[config.mk]
export PLATFORM = sky130hd
export DESIGN_NAME = iad_div
export DESIGN_NICKNAME = d
export VERILOG_FILES = /design/src/hdl/iad_pkg.sv /design/src/hdl/iad_div.sv
export SDC_FILE = /design/constraint.sdc
export NUM_CORES = 1
export LEC_CHECK = 0
export BUFFER_PORTS_ARGS = -buffer_cell sky130_fd_sc_hd__buf_2
export CAP_MARGIN = 15
export CORE_MARGIN = 2
export CORE_UTILIZATION = 56
export CTS_CLUSTER_DIAMETER = 80
export DETAILED_ROUTE_END_ITERATION = 8
export GPL_TIMING_DRIVEN = 0
export PLACE_DENSITY = 0.82
export SLEW_MARGIN = 10
export SYNTH_ARGS = -nofsm -noshare
export SYNTH_HDL_FRONTEND = slang
export SYNTH_SLANG_ARGS = --single-unit
[constraint.sdc]
create_clock -name clk -period 14.77 [get_ports clk]
set_clock_uncertainty 0.15 [all_clocks]
set_input_delay 3.6925 -clock clk [delete_from_list [all_inputs] [get_ports clk]]
set_output_delay 3.6925 -clock clk [all_outputs]
set_load 0.01 [all_outputs]
[src/hdl/iad_pkg.sv]
// Shared types and constants for the integer atan2 angle block.
`default_nettype none
package iad_pkg;

  localparam int FRAC_BITS      = 15;
  localparam int DIV_STEPS      = 3;
  localparam int DIV_STAGES     = FRAC_BITS / DIV_STEPS;
  localparam int COORD_BITS_DEF = 15;
  localparam int SCALE_BITS     = 7;
  localparam int ANGLE_BITS     = 16;
  localparam int OCTANT_BITS    = 3;

  localparam logic [SCALE_BITS-1:0] SCALE_RESET = 7'd10;
  localparam logic [8:0]            DEG_PER_TURN = 9'd360;

  localparam int HALF_TURN    = 16384;
  localparam int FULL_TURN    = 32768;
  localparam int OCTANT_ANGLE = HALF_TURN / 4;

  // odd polynomial coefficients, highest order first
  localparam logic signed [17:0] COEF_0 = 18'sh00470;
  localparam logic signed [17:0] COEF_1 = 18'sh01029;
  localparam logic signed [17:0] COEF_2 = 18'sh01F0B;
  localparam logic signed [17:0] COEF_3 = 18'sh0364C;
  localparam logic signed [17:0] COEF_4 = 18'sh0A2FC;

  typedef struct packed {
    logic                   valid;
    logic                   yzero;
    logic                   xneg;
    logic [OCTANT_BITS-1:0] oct;
  } side_t;

endpackage
`default_nettype wire

[src/hdl/iad_div.sv]
// Pipelined restoring divider forming y/x with fifteen fraction bits.
`default_nettype none
module iad_div #(
  parameter int COORD_BITS = iad_pkg::COORD_BITS_DEF
) (
  input  wire logic                       clk,
  input  wire logic                       rst,
  input  wire logic                       en,
  input  wire iad_pkg::side_t             side_in,
  input  wire logic [COORD_BITS+1:0]      num,
  input  wire logic [COORD_BITS+1:0]      den_in,
  output iad_pkg::side_t                  side_out,
  output logic [iad_pkg::FRAC_BITS-1:0]   quot
);
  localparam int W  = COORD_BITS + 2;
  localparam int QB = iad_pkg::FRAC_BITS;
  localparam int NS = iad_pkg::DIV_STAGES;

  logic [W-1:0]   rem [0:NS];
  logic [W-1:0]   den [0:NS-1];
  logic [QB-1:0]  quo [0:NS];
  iad_pkg::side_t sd  [0:NS];

  assign rem[0] = num;
  assign den[0] = den_in;
  assign quo[0] = '0;
  assign sd[0]  = side_in;

  for (genvar s = 0; s < NS; s++) begin : g_stage
    logic [W-1:0]  r_next;
    logic [QB-1:0] q_next;

    always_comb begin
      r_next = rem[s];
      q_next = quo[s];
      for (int k = 0; k < iad_pkg::DIV_STEPS; k++) begin
        r_next = {r_next[W-2:0], 1'b0};
        if (r_next >= den[s]) begin
          r_next = r_next - den[s];
          q_next = {q_next[QB-2:0], 1'b1};
        end else begin
          q_next = {q_next[QB-2:0], 1'b0};
        end
      end
    end

    always_ff @(posedge clk) begin
      if (rst) begin
        sd[s+1] <= '0;
      end else if (en) begin
        sd[s+1] <= sd[s];
      end
      if (en) begin
        rem[s+1] <= r_next;
        quo[s+1] <= q_next;
      end
    end

    if (s < NS - 1) begin : g_den
      always_ff @(posedge clk) begin
        if (en) begin
          den[s+1] <= den[s];
        end
      end
    end
  end

  assign side_out = sd[NS];
  assign quot     = quo[NS];
endmodule
`default_nettype wire

==> metrics <==
TritonCTS clock tree built; Main synth FF type edfxtp_1; syn_area_per_cell 9.19 sq um; DP Wirelength 41.1 mm; Hold Vio Cnt, Final 0; Syn Inst Count approximately 2200; synthesized cell area about 20000 sq um; CTS root buf clkbuf_16; Critical Path RT roughly 15000 ps; chip height 193 um; largest net degree at the start of global routing around 120; antenna violations before repair 0; outcome complete, no violations; total die area between 30000 and 40000 sq um; CTS resizes 0; number of port buffers 61; number of global-route vias before repair ~16000; Synth top area share 0.265; post-route setup TNS 0 ps; top-count cell post-synth ha_1; Final period util 0.790; FILL cells 2980; Final Slew Violations 0; I/O Pins between 60 and 70; initial DRC count ~1300; DRC 0; RSZ-0062 raised after global routing false; worst slew pin tran 1060 ps; Pre-Repair DR Iteration Count 5; CP max stage delay between 700 and 800 ps; Cell Area, Placed around 21000 sq um; CP dominant cell by count ha_1; Max-Cap Viols 0; top cells by area, synth edfxtp_1, ha_1, mux2_2, xnor2_1, a21oi_1; post-synthesis sequential area ratio 0.295; Synth async-reset ratio 0; Syn Nets ~2500; setup bufs post-CTS 0; cts hold-fix bufs 0; clock transition at the registers of the reported paths about 60 ps; CP arrival around 12000 ps; final WL around 52 mm; clk_lat worst skew 540 ps; Hold Path Class reg2reg; cell row count 69; YS warnings 0; Crit Path Class in2reg; Global Route Usage Sum 0.276; Starting Density 0.566; layout cells sized above 1 0.115; crit-path max FO 10; crit start category input pin; Worst Hold Margin approximately 260 ps; Yosys reg bits 207; post-synthesis cell type count 94; Area growth syn-to-layout 8.72%; fin crit period 11670 ps; Final Util 0.615; first-pass GRT wire length just over 80 mm; clock sinks between 200 and 250; fmax between 80 and 90 MHz; global route overflow 0; antenna cells 0; synth cell count leaders ha_1, nor2_1, edfxtp_1; Critical Path End Type flop; Worst path slowest cell o311ai_0; fin area roughly 22000 sq um; vias per cell about 6.2; GP Congestion 0.942; Core ar. ~35000 sq um; Num CTS Buffers 25; Rel. slew slack 0.273; number of synthesized flops with an enable pin between 150 and 200; Routed wire per std cell 18.9 um; vias around 17000; CTS max path bufs 3; # nets final 2560; final setup fails 0; Die Wd about 190 um; Final ANT Viol Nets 0; dominant cell type by area after synthesis edfxtp_1; CTS H-Tree Depth 1
per-layer routing:
| layer | vias to the layer above | global-route usage | wire length (um) |
|---|---|---|---|
| li1 | 8328 | - | - |
| met1 | 8103 | 0.349 | 22400 |
| met2 | 514 | 0.478 | 25000 |
| met3 | 111 | 0.0364 | 2730 |
| met4 | 0 | 0.106 | 1940 |
| met5 | - | 0 | 0 |
final timing paths:
kind	slack, ps	startpoint	depth (start not counted)	to
min reg2reg	260	quo[45]	0	quo[33]
max reg2reg	5650	den[18]	30	rem[21]
max	3100	den_in[1]	29	rem[75]
min	260	quo[45]	0	quo[33]
sequential cells by signal (all words and copies together), names as in the netlist:
signal / cells
quo: 30
rem: 64
den: 68
side_out: 6
sd: 24
quot: 15
final cells by class:
class                           count  area (sq um)  share of cell area
Timing Repair Buffer               62           343              0.0158
Sequential cell                   207          5920               0.272
Inverter                          159           599              0.0275
Tap cell                          461           577              0.0265
Buffer                             44           223              0.0102
Multi-Input combinational cell   1768         13300               0.610
Clock buffer                       30           664              0.0305
Clock inverter                     16           161             0.00742
logic make-up after synthesis:
family,synth area share
buffers and inverters,0.0411
DFF,0.295
adders and majority gates,0.158
and+or+nand+nor,0.139
xor gates and xnor gates,0.0713
AOI/OAI and AO/OA,0.209
muxes,0.0862
layout by cell type (no fill, tap or decap), types with 17 or more instances in the layout:
cell	netlist	final
dfxtp_1	30	30
and3_1	20	20
xor2_1	53	53
a211oi_1	28	28
nand2b_1	23	23
a31oi_1	26	26
nor2_1	187	187
nand4_1	26	26
or3_1	22	22
ha_1	245	245
clkbuf_1	21	24
buf_2	13	73
o21ai_0	117	117
o21a_1	48	48
a21oi_1	155	155
o31ai_1	19	19
xnor2_1	110	110
edfxtp_1	177	177
a21o_1	69	69
inv_1	156	156
mux2i_1	54	54
nor2b_1	27	27
nor3_1	51	51
nand3_1	39	39
o21bai_1	20	20
mux2_2	95	95
nand2_1	120	120
clkbuf_16	0	25
o211ai_1	17	17
through the flow:
stage               worst slack (ps)  std cells
floorplan                       4610       2178
global placement                2890       2700
detailed placement              2790       2701
CTS                             3340       2747
global route                    2680       2747
finish                          3100       2747
worst max-delay path, delay by kind of cell:
family,cells,cell delay (ps)
AOI/OAI and AO/OA,11,3530
buffers and inverters,6,1590
and+or+nand+nor,8,1560
adders and majority gates,3,1020
muxes,1,390
Power is left out: the tool's default activity adds up to more than one toggle a clock period on the data nets, which glitch-free logic cannot reach.
