--- src/hdl/iad_pkg.sv ---
// Shared types and constants for the integer atan2 angle block.
`default_nettype none
package iad_pkg;

  localparam int FRAC_BITS      = 15;
  localparam int DIV_STEPS      = 3;
  localparam int DIV_STAGES     = FRAC_BITS / DIV_STEPS;
  localparam int COORD_BITS_DEF = 15;
  localparam int SCALE_BITS     = 7;
  localparam int ANGLE_BITS     = 16;
  localparam int OCTANT_BITS    = 3;

  localparam logic [SCALE_BITS-1:0] SCALE_RESET = 7'd10;
  localparam logic [8:0]            DEG_PER_TURN = 9'd360;

  localparam int HALF_TURN    = 16384;
  localparam int FULL_TURN    = 32768;
  localparam int OCTANT_ANGLE = HALF_TURN / 4;

  // odd polynomial coefficients, highest order first
  localparam logic signed [17:0] COEF_0 = 18'sh00470;
  localparam logic signed [17:0] COEF_1 = 18'sh01029;
  localparam logic signed [17:0] COEF_2 = 18'sh01F0B;
  localparam logic signed [17:0] COEF_3 = 18'sh0364C;
  localparam logic signed [17:0] COEF_4 = 18'sh0A2FC;

  typedef struct packed {
    logic                   valid;
    logic                   yzero;
    logic                   xneg;
    logic [OCTANT_BITS-1:0] oct;
  } side_t;

endpackage
`default_nettype wire

--- src/hdl/iad_fold.sv ---
// Octant fold of the input vector into x > 0, 0 <= y < x.
`default_nettype none
module iad_fold #(
  parameter int COORD_BITS = iad_pkg::COORD_BITS_DEF
) (
  input  wire logic                         clk,
  input  wire logic                         rst,
  input  wire logic                         en,
  input  wire logic                         valid,
  input  wire logic signed [COORD_BITS-1:0] y_comp,
  input  wire logic signed [COORD_BITS-1:0] x_comp,
  output iad_pkg::side_t                    side,
  output logic [COORD_BITS+1:0]             num,
  output logic [COORD_BITS+1:0]             den
);
  localparam int W = COORD_BITS + 2;

  logic signed [W-1:0] xs, ys, tmp;
  logic [iad_pkg::OCTANT_BITS-1:0] oct;

  always_comb begin
    xs  = W'(x_comp);
    ys  = W'(y_comp);
    oct = '0;
    tmp = '0;
    if (ys < 0) begin
      xs  = -xs;
      ys  = -ys;
      oct = oct + 3'd4;
    end
    if (xs <= 0) begin
      tmp = xs;
      xs  = ys;
      ys  = -tmp;
      oct = oct + 3'd2;
    end
    if (xs <= ys) begin
      tmp = ys - xs;
      xs  = xs + ys;
      ys  = tmp;
      oct = oct + 3'd1;
    end
  end

  always_ff @(posedge clk) begin
    if (rst) begin
      side <= '0;
    end else if (en) begin
      side.valid <= valid;
      side.yzero <= (y_comp == '0);
      side.xneg  <= x_comp[COORD_BITS-1];
      side.oct   <= oct;
    end
    if (en) begin
      num <= ys;
      den <= xs;
    end
  end
endmodule
`default_nettype wire

--- config.mk ---
export PLATFORM = sky130hd
export DESIGN_NAME = iad_fold
export DESIGN_NICKNAME = d
export VERILOG_FILES = /design/src/hdl/iad_pkg.sv /design/src/hdl/iad_fold.sv
export SDC_FILE = /design/constraint.sdc
export NUM_CORES = 1
export LEC_CHECK = 0
export ABC_CLOCK_PERIOD_IN_PS = 9000
export BUFFER_PORTS_ARGS = -buffer_cell sky130_fd_sc_hd__buf_2
export CELL_PAD_IN_SITES_DETAIL_PLACEMENT = 1
export CELL_PAD_IN_SITES_GLOBAL_PLACEMENT = 2
export CORE_UTILIZATION = 37
export CTS_CLUSTER_DIAMETER = 200
export CTS_CLUSTER_SIZE = 14
export DETAILED_ROUTE_END_ITERATION = 12
export HOLD_SLACK_MARGIN = 0.12
export PLACE_DENSITY = 0.84
export SLEW_MARGIN = 15
export SYNTH_ARGS = -nofsm -noshare
export SYNTH_HDL_FRONTEND = slang
export SYNTH_SLANG_ARGS = --single-unit
--- constraint.sdc ---
create_clock -name clk -period 9 [get_ports clk]
set_input_delay 0.45 -clock clk [delete_from_list [all_inputs] [get_ports clk]]
set_output_delay 0.45 -clock clk [all_outputs]
set_load 0.01 [all_outputs]
==> impl_results.md <==
- Status: complete, no violations
- Clk_skew: 0 ns
- Post-synthesis register bit count: 40
- Setup crit end kind: flop
- Area Overhead vs Synth: 12.6%
- Placed cell count: 767
- Iter 0 DRT Violations: 216
- Critical Path Source Type: primary input
- Worst-path clk slew: 0.06 ns
- Area share of the largest cell type after synthesis: 21.8%
- Nets: 677
- Reg area: 1140 sq um
- CTS buffer count: 5
- Hold_buf cts: 0
- H-tree depth: 2
- FP Rows: 40
- Area occupied by multi-input gates: 3230 sq um
- Remaining antenna violation count: 0
- Initial antenna violation count: 0
- Unrepaired setup endpoints after global routing: no
- Port Buf Inserts: 73
- Cells after synthesis: 558
- Synth cell types: 71
- Post-synthesis cell area: 4670 sq um
- Synth warn: 0
- DRC violations left: 0
- Die height: 114 microns
- Post-synth EDFFs: 34
- RR Endpoint: side[1]
- Largest net degree at the start of global routing: 63
- CP Max Fanout: 62
- Period Utilization, post-route: 84.1%
- Final hold violations: 0
- Rel. slew slack: 31.4%
- Clk sink count: 40
- Synth area leaders: edfxtp_1 22%, ha_1 9.4%, xnor2_1 7.9%
- Final Max Tran Viols: 0
- Post-layout min period: 7.57 ns
- Worst-Margin Slew: 1.03 ns
- Grt total ovfl: 0
- Static Leak: 2.21 nW
- Pwr Total: 1.09 mW
- Clk Latency, worst-skew pair: 0.29 ns
- CTS root buf: clkbuf_16
- Hpwl dp: 10300 microns
- # setup viols final: 0
- CTS tree: done
- PwrDens: 208 nW/um^2
- Hold_sp: rst
- Area leader, netlist: edfxtp_1
- Core Area: 12200 sq um
- Gr usage total: 20.7%
- Commonest cells in the netlist: 49 x nand2_1, 44 x nor2_1, 43 x a21oi_1, 42 x xnor2_1, 40 x inv_1
- First-pass GRT wire length: 21300 microns
- Top-level port count: 74
- # diodes: 0
- Vias in the first global route: 4169
- Post-Synthesis Net Count: 629
- Vias per cell: 5.30
- Class of the worst hold path: primary input to flop
- Arr. time, crit path: 7.61 ns
- Post-synth ARST share: 0%
- WL/cell: 16.6 microns
- PostCTS Resize Cnt: 0
- Filler cells: 1498
- Post-synthesis average cell area: 8.37 sq um
- Max clock buf depth: 2
- Ys flop type: edfxtp_1
- Min-Delay Endpoint: side[4]
- FF-to-FF setup slack: 8.36 ns
- Cell depth of the worst hold path: 2
- Most numerous cell in the Yosys netlist: nand2_1
- Required @ worst endpoint: 9.04 ns
- Post-CTS Setup Bufs: 0
- Routability Congestion: 0.868
- First-pass detailed-route iteration total: 6
- Worst r2r src: side[1]
- Die area: 13100 sq um
- WS Path Type: primary input to flop
- Reg2reg path depth: 2
- Peak VDD IR: 0.000101 V
- Max-cap viol count: 0
- Sequential area share after synthesis: 24.4%
- Finished Layout Cells: 775
- Final wirelength: 12800 microns
- Share of layout cells above drive strength 1: 18.1%
- Die Width: 114 microns
- Fmax: 132 MHz
- Starting Density: 38.4%
- Vias after detailed routing: 4106
- Setup TNS: 0 ns
==> worst max-delay path by stage <==
stage,start,end
final,x_comp[0],den[16]
after global routing,x_comp[0],den[16]
after CTS,x_comp[0],den[16]
after detailed placement,x_comp[0],den[16]
after global placement,x_comp[0],den[16]
after floorplan,x_comp[5],den[16]
==> layer usage <==
layer / vias to the layer above / share of wire [%] / GRT usage, %
met3: 15 / 2.8 / 2.01
met4: 0 / 1.6 / 6.06
met5: - / 0 / 0
met2: 79 / 46 / 34.3
li1: 2068 / - / -
met1: 1944 / 50 / 28.6
==> state kept, by name, summed over array words and instances, names as in the netlist <==
name	count
den	17
side	6
num	17
==> worst max-delay path, stage by stage <==
cell and delay, ns:
buf_2 0.16, inv_1 0.12, ha_1 0.35, or3b_4 0.44
a211oi_4 0.29, and2_1 0.20, and4_1 0.30, nand3_4 0.15
nor3_1 0.27, nand3_1 0.12, ha_2 0.52, inv_1 0.49
nor2_1 0.12, o21bai_1 0.16, nand2_1 0.06, a221oi_1 0.41
ha_1 0.41, o21bai_1 0.31, a211oi_1 0.13, o31ai_1 0.57
a211o_1 0.23, and3_2 0.86, nand2_1 0.13, o221a_2 0.32
==> cell type report <==
cell class                 count  share of cell area (%)
sequential                    40                    21.7
timing repair buffer          73                    6.94
tap                          168                    3.99
multi-input combinational    445                    61.4
clock inverter                 3                   0.713
clock buffer                   5                    2.38
inverter                      41                    2.92
==> cell families after synthesis <==
family,after synthesis,synth area share (%)
adders and majority gates,37,10.2
xor gates and xnor gates,65,12.3
AOI/OAI and AO/OA,143,20.0
muxes,30,7.47
and+or+nand+nor,170,19.0
DFF,40,24.4
buffers and inverters,73,6.53
==> power breakdown <==
part | switching, mW | total, mW | internal, mW
combinational | 0.350 | 0.602 | 0.252
clock | 0.0737 | 0.203 | 0.129
sequential | 0.0115 | 0.289 | 0.278
==> per-stage QoR <==
step	utilization (%)	cell area [sq um]	worst slack, ns	hold WS, ns
5_1_grt	43.3	5260	0.828	0.415
3_3_place_gp	41.9	5100	1.51	0.457
3_5_place_dp	41.9	5100	1.13	0.475
4_1_cts	43.3	5260	1.43	0.393
6_report	43.3	5260	1.43	0.390
2_1_floorplan	-	4670	2.84	0.484
==> layout by cell type (no fill, tap or decap), types with 3 or more instances in the layout <==
master / synthesis / layout
inv_1: 40 / 40
nand2b_1: 7 / 7
buf_2: 4 / 73
dfxtp_1: 6 / 6
o21ai_2: 3 / 3
xnor2_1: 42 / 42
a211oi_1: 3 / 3
and3_1: 4 / 3
or3_1: 3 / 3
a21oi_1: 43 / 43
o21a_1: 4 / 4
clkbuf_16: 0 / 5
nor2b_1: 9 / 9
edfxtp_1: 34 / 34
o31ai_1: 10 / 10
and2_1: 3 / 3
nand3b_1: 3 / 3
nand2_1: 49 / 49
nand3_1: 9 / 9
nor3b_1: 5 / 5
o21bai_1: 11 / 11
nor3_1: 9 / 9
o41ai_1: 5 / 5
nor2_1: 44 / 44
ha_1: 35 / 34
a21o_1: 6 / 6
mux2_4: 9 / 9
xor2_1: 22 / 22
mux2i_1: 18 / 18
o21ai_0: 26 / 26
nor4_1: 6 / 6
o21ai_1: 8 / 8
a31oi_1: 5 / 5
clkinv_1: 1 / 3
(Power assumes the default switching activity.)
