--- src/hdl/iad_pkg.sv ---
// Shared types and constants for the integer atan2 angle block.
`default_nettype none
package iad_pkg;

  localparam int FRAC_BITS      = 15;
  localparam int DIV_STEPS      = 3;
  localparam int DIV_STAGES     = FRAC_BITS / DIV_STEPS;
  localparam int COORD_BITS_DEF = 15;
  localparam int SCALE_BITS     = 7;
  localparam int ANGLE_BITS     = 16;
  localparam int OCTANT_BITS    = 3;

  localparam logic [SCALE_BITS-1:0] SCALE_RESET = 7'd10;
  localparam logic [8:0]            DEG_PER_TURN = 9'd360;

  localparam int HALF_TURN    = 16384;
  localparam int FULL_TURN    = 32768;
  localparam int OCTANT_ANGLE = HALF_TURN / 4;

  // odd polynomial coefficients, highest order first
  localparam logic signed [17:0] COEF_0 = 18'sh00470;
  localparam logic signed [17:0] COEF_1 = 18'sh01029;
  localparam logic signed [17:0] COEF_2 = 18'sh01F0B;
  localparam logic signed [17:0] COEF_3 = 18'sh0364C;
  localparam logic signed [17:0] COEF_4 = 18'sh0A2FC;

  typedef struct packed {
    logic                   valid;
    logic                   yzero;
    logic                   xneg;
    logic [OCTANT_BITS-1:0] oct;
  } side_t;

endpackage
`default_nettype wire

--- src/hdl/iad_poly.sv ---
// Horner evaluation of the arctangent polynomial and octant offset.
`default_nettype none
module iad_poly (
  input  wire logic                               clk,
  input  wire logic                               rst,
  input  wire logic                               en,
  input  wire iad_pkg::side_t                     side_in,
  input  wire logic [iad_pkg::FRAC_BITS-1:0]      t_in,
  output iad_pkg::side_t                          side_out,
  output logic signed [iad_pkg::ANGLE_BITS-1:0]   angle
);
  localparam int FB = iad_pkg::FRAC_BITS;

  iad_pkg::side_t sd [1:7];
  logic [FB-1:0]  t  [1:6];
  logic [2*FB-1:0] sq;
  logic signed [16:0] t2 [2:5];
  logic signed [35:0] m3, m4, m5, m6, m7;

  logic signed [17:0] p4, p5, p6, p7, p8;
  logic signed [17:0] ang_raw;
  logic signed [17:0] ang_wrap;
  logic signed [16:0] t2_next;
  logic signed [35:0] msq;

  always_comb begin
    msq     = -$signed({6'd0, sq});
    t2_next = 17'(msq >>> FB);
    p4 = iad_pkg::COEF_1 + 18'(m3 >>> FB);
    p5 = iad_pkg::COEF_2 + 18'(m4 >>> FB);
    p6 = iad_pkg::COEF_3 + 18'(m5 >>> FB);
    p7 = iad_pkg::COEF_4 + 18'(m6 >>> FB);
    p8 = 18'(m7 >>> FB);
    ang_raw = 18'($signed({15'd0, sd[7].oct}) * iad_pkg::OCTANT_ANGLE)
            + ((p8 + 18'sd4) >>> 3);
    if (sd[7].yzero) begin
      ang_raw = sd[7].xneg ? 18'(iad_pkg::HALF_TURN) : 18'sd0;
    end
    ang_wrap = ang_raw;
    if (ang_raw > 18'(iad_pkg::HALF_TURN)) begin
      ang_wrap = ang_raw - 18'(iad_pkg::FULL_TURN);
    end
  end

  always_ff @(posedge clk) begin
    if (rst) begin
      sd[1]    <= '0;
      sd[2]    <= '0;
      sd[3]    <= '0;
      sd[4]    <= '0;
      sd[5]    <= '0;
      sd[6]    <= '0;
      sd[7]    <= '0;
      side_out <= '0;
    end else if (en) begin
      sd[1]    <= side_in;
      sd[2]    <= sd[1];
      sd[3]    <= sd[2];
      sd[4]    <= sd[3];
      sd[5]    <= sd[4];
      sd[6]    <= sd[5];
      sd[7]    <= sd[6];
      side_out <= sd[7];
    end
    if (en) begin
      t[1]  <= t_in;
      sq    <= t_in * t_in;
      t[2]  <= t[1];
      t2[2] <= t2_next;
      t[3]  <= t[2];
      t2[3] <= t2[2];
      m3    <= 36'(t2[2] * iad_pkg::COEF_0);
      t[4]  <= t[3];
      t2[4] <= t2[3];
      m4    <= 36'(t2[3] * p4);
      t[5]  <= t[4];
      t2[5] <= t2[4];
      m5    <= 36'(t2[4] * p5);
      t[6]  <= t[5];
      m6    <= 36'(t2[5] * p6);
      m7    <= 36'(p7 * $signed({1'b0, t[6]}));
      angle <= ang_wrap[iad_pkg::ANGLE_BITS-1:0];
    end
  end
endmodule
`default_nettype wire

--- config.mk ---
export PLATFORM = sky130hd
export DESIGN_NAME = iad_poly
export DESIGN_NICKNAME = d
export VERILOG_FILES = /design/src/hdl/iad_pkg.sv /design/src/hdl/iad_poly.sv
export SDC_FILE = /design/constraint.sdc
export NUM_CORES = 2
export LEC_CHECK = 0
export BUFFER_PORTS_ARGS = -buffer_cell sky130_fd_sc_hd__buf_2
export CAP_MARGIN = 30
export CORE_ASPECT_RATIO = 1.25
export CORE_MARGIN = 5
export CORE_UTILIZATION = 60
export CTS_BUF_LIST = sky130_fd_sc_hd__clkbuf_8 sky130_fd_sc_hd__clkbuf_16
export CTS_CLUSTER_SIZE = 20
export DETAILED_ROUTE_END_ITERATION = 12
export GPL_TIMING_DRIVEN = 0
export PLACE_DENSITY = 0.79
export SYNTH_ARGS = -nofsm -noshare
export SYNTH_HDL_FRONTEND = slang
export SYNTH_SLANG_ARGS = --single-unit
--- constraint.sdc ---
create_clock -name clk -period 7.5 [get_ports clk]
set_clock_uncertainty 0.2 [all_clocks]
set_input_delay 1.5 -clock clk [delete_from_list [all_inputs] [get_ports clk]]
set_output_delay 1.5 -clock clk [all_outputs]
set_load 0.005 [all_outputs]
==> qor.log <==
[min_path] Worst Min Path Start t[2][11]$_DFFE_PP_
[clock_tree] clock network latency to the later pin of the worst-skew pair 590 ps
[clock_tree] Max clock buf depth 3
[sta] maximum clock rate 128 MHz
[route] initial detailed-routing violation count 2,788
[global_route] total gr overflow 0
[clock_tree] H-Tree Depth 2
[sta] Final WS setup -342 ps
[sta] total negative setup slack -5650 ps
[min_path] hold path depth 0
[route] antenna violation net count after detailed routing 0
[route] # DRC 0
[global_route] initial antenna violation count 3
[setup_path] CP delay by family, top adder cells
[floorplan] Die Footprint 105,000 um2
[clock_tree] cell at the root of the clock tree sky130_fd_sc_hd__clkbuf_16
[synth] synthesized netlist net count 7,575
[setup_path] critical path startpoint category register
[sta] slew at the pin with the worst max-slew slack 939 ps
[route] final wirelength 144,000 um
[flow_run] Maximum Capacitance Violations 0
[clock_tree] Worst-path clk slew 60 ps
[synth] synthesis warning total 0
[synth] Syn Area/Cell 10.2 um2
[synth] Area contributors post-synth sky130_fd_sc_hd__fa_1 (43%), sky130_fd_sc_hd__edfxtp_1 (17%), sky130_fd_sc_hd__ha_1 (10%)
[setup_path] logic depth of the worst register-to-register path 28
[setup_path] CP Data Required Time 7620 ps
[floorplan] number of primary I/O pins 46
[floorplan] x dimension of the die 291 um
[placed_design] hpwl dp 108,000 um
[sta] fin. max-slew vios 0
[synth] top cell type's share of synthesized area 0.430
[route] routed len/inst 19.3 um
[sta] count of endpoints failing hold in the final timing report 0
[setup_path] critical path launch point m3[15]$_DFFE_PP_
[synth] synthesized instance count 5,797
[global_route] global-route usage over all layers 0.271
[setup_path] CP Buf/Inv Count 6
[floorplan] initial cell density of the core 0.602
[setup_path] CP most frequent cell sky130_fd_sc_hd__fa_1
[synth] number of flops mapped to enable cells by yosys 327
[sta] tightest hold margin 197 ps
[min_path] Hold Crit Class reg -> reg
[global_route] largest net degree at the start of global routing 120
[placed_design] routability congestion estimate 0.957
[synth] post-synth top area cell sky130_fd_sc_hd__fa_1
[synth] post-synthesis instance area 59,300 um2
[sta] Finish-stage setup viols 31
[sta] worst-case headroom to the max-slew limit 0.374
[synth] count of state elements after synthesis 333
[placed_design] pre-CTS setup slack -1660 ps
[floorplan] # rows 129
[finish] fill cell total of the finished layout 6,886
[global_route] number of global-route vias before repair 45,900
[setup_path] sort of element at the end of the critical path register
[setup_path] peak fanout along the critical path 4
[route] via density per instance 5.53
[placed_design] IO buf count 45
[sta] unrepaired setup endpoints after global routing true
[sta] Final Critical Period 7840 ps
[route] detailed-router iteration count before antenna repair 6
[finish] area added between synthesis and finish 13.0%
[finish] final net count 7,874
[setup_path] library cell contributing the largest single delay on the critical path sky130_fd_sc_hd__fa_1
[finish] share of final-layout standard cells stronger than drive strength 1 0.116
[floorplan] floorplan die height 362 um
[status] outcome complete, but fails checks
[setup_path] capturing point of the worst reg2reg path m4[30]$_DFFE_PP_
[setup_path] startpoint of the worst register-to-register path m3[15]$_DFFE_PP_
[synth] proportion of synthesized chip area in sequential cells 0.168
[global_route] wire length of the first global-routing pass 229,000 um
[clock_tree] clock tree from TritonCTS built
[setup_path] Setup Crit Path Kind reg -> reg
[min_path] Endpoint, Worst Hold t[2][26]$_DFFE_PP_
[setup_path] critical path data arrival time 7960 ps
[setup_path] longest individual stage delay on the worst path 550 ps
[synth] most used flip-flop cell after synthesis sky130_fd_sc_hd__edfxtp_1
[setup_path] register-to-register path setup slack -340 ps
[floorplan] core box area 98,600 um2
[synth] share of flip-flops with an asynchronous set or reset 0
[clock_tree] Num Clock Sinks 333
[clock_tree] number of CTS-inserted buffers 38
[route] via count 41,100
[sta] final period utilization 1.05
[status] violations in the final reports setup timing
[synth] Netlist cell types 68
cell type report:
type / instances / area [um2] / area share
clock buffer: 38 / 951 / 0.0142
clock inverter: 32 / 389 / 0.00581
multi-input combinational: 3867 / 45600 / 0.680
tap: 1310 / 1640 / 0.0245
antenna: 1 / 2.50 / 0.0000373
timing repair buffer: 269 / 2150 / 0.0321
buffer: 167 / 1040 / 0.0155
sequential: 333 / 9940 / 0.148
inverter: 1420 / 5360 / 0.0800
cell families (layout without fill, tap and decap cells):
kind of cell | count (synthesis) | after routing | share of synthesized area
AOI/OAI and AO/OA | 279 | 279 | 0.0306
xor gates and xnor gates | 239 | 239 | 0.0353
adders and majority gates | 1754 | 1754 | 0.531
buffers and inverters | 1597 | 1926 | 0.101
DFF | 333 | 333 | 0.168
muxes | 7 | 7 | 0.00120
other | 0 | 1 | 0
and+or+nand+nor | 1588 | 1588 | 0.133
cells in the final DEF, fill, tap and decap left out, types with 100 or more instances in the layout:
| cell | synthesis | routed |
|---|---|---|
| sky130_fd_sc_hd__inv_1 | 1419 | 1389 |
| sky130_fd_sc_hd__edfxtp_1 | 327 | 327 |
| sky130_fd_sc_hd__ha_1 | 479 | 451 |
| sky130_fd_sc_hd__clkbuf_1 | 177 | 100 |
| sky130_fd_sc_hd__nand2_1 | 691 | 665 |
| sky130_fd_sc_hd__fa_1 | 1275 | 1259 |
| sky130_fd_sc_hd__xnor2_1 | 172 | 136 |
| sky130_fd_sc_hd__and2_1 | 499 | 495 |
| sky130_fd_sc_hd__buf_4 | 0 | 194 |
| sky130_fd_sc_hd__nor2_1 | 140 | 124 |
cells in the mapped netlist, types with 5 or more instances:
master                     number
sky130_fd_sc_hd__or2_2         20
sky130_fd_sc_hd__nand4_1       12
sky130_fd_sc_hd__nor3b_1        5
sky130_fd_sc_hd__nor2b_1       75
sky130_fd_sc_hd__and4_1         7
sky130_fd_sc_hd__and3_1        16
sky130_fd_sc_hd__o31ai_1        5
sky130_fd_sc_hd__a31oi_1       12
sky130_fd_sc_hd__ha_1         479
sky130_fd_sc_hd__edfxtp_1     327
sky130_fd_sc_hd__dfxtp_1        6
sky130_fd_sc_hd__a21oi_1       89
sky130_fd_sc_hd__mux2i_1        6
sky130_fd_sc_hd__nand3_1       19
sky130_fd_sc_hd__o21a_1        27
sky130_fd_sc_hd__and2_1       499
sky130_fd_sc_hd__o21ai_0       49
sky130_fd_sc_hd__xor2_1        67
sky130_fd_sc_hd__inv_1       1419
sky130_fd_sc_hd__o21bai_1      10
sky130_fd_sc_hd__fa_1        1275
sky130_fd_sc_hd__nor3_1        28
sky130_fd_sc_hd__nand2_1      691
sky130_fd_sc_hd__a211oi_1      11
sky130_fd_sc_hd__nor4_1         9
sky130_fd_sc_hd__nor2_1       140
sky130_fd_sc_hd__a21o_1        31
sky130_fd_sc_hd__clkbuf_1     177
sky130_fd_sc_hd__nand2b_1      47
sky130_fd_sc_hd__xnor2_1      172
layer usage:
metal	vias up	global-route usage	wire length, um
met5	-	0	13
met3	541	0.0389	9880
li1	17800	-	-
met1	21000	0.327	50700
met2	1713	0.486	74900
met4	2	0.124	8240
flip-flops by register name, summed over array words and instances (netlist names):
name and count:
m7 16, m4 17, side_out 6, sd 42
m3 15, sq 29, t 89, m5 18
m6 18, t2 67, angle 16
worst register-to-register path, delay by kind of cell, from the launching register on:
family	cells	cell delay, ps
fa+ha+maj	8	3420
compound gates	10	2090
simple gates	4	810
buf+inv	6	520
flops	1	500
worst max-delay path by stage:
| stage | endpoint | cells after the start |
|---|---|---|
| CTS | m6[32]$_DFFE_PP_ | 28 |
| global route | m6[26]$_DFFE_PP_ | 32 |
| floorplan | m6[32]$_DFFE_PP_ | 32 |
| global placement | m6[32]$_DFFE_PP_ | 32 |
| finish | m4[30]$_DFFE_PP_ | 28 |
| detailed placement | m7[26]$_DFFE_PP_ | 29 |
per-stage QoR:
step	cells	cell area, um2	utilization
2_1_floorplan	5797	59400	-
3_3_place_gp	7152	61300	0.622
3_5_place_dp	7154	61400	0.622
4_1_cts	7352	65500	0.664
5_1_grt	7436	67000	0.680
6_report	7437	67000	0.680
timing repair:
item                                   4_1_cts  5_1_grt
setup endpoints to repair                   71       49
endpoints found under the hold margin        0        0
setup buffers                              135       87
cloned                                       0        1
resized for setup                          366      238
pin swaps                                  151      193
hold buffers                                 0        0
Power is not shown: default switching activity piles up to over one toggle a cycle in this logic, so the estimate is an artifact.
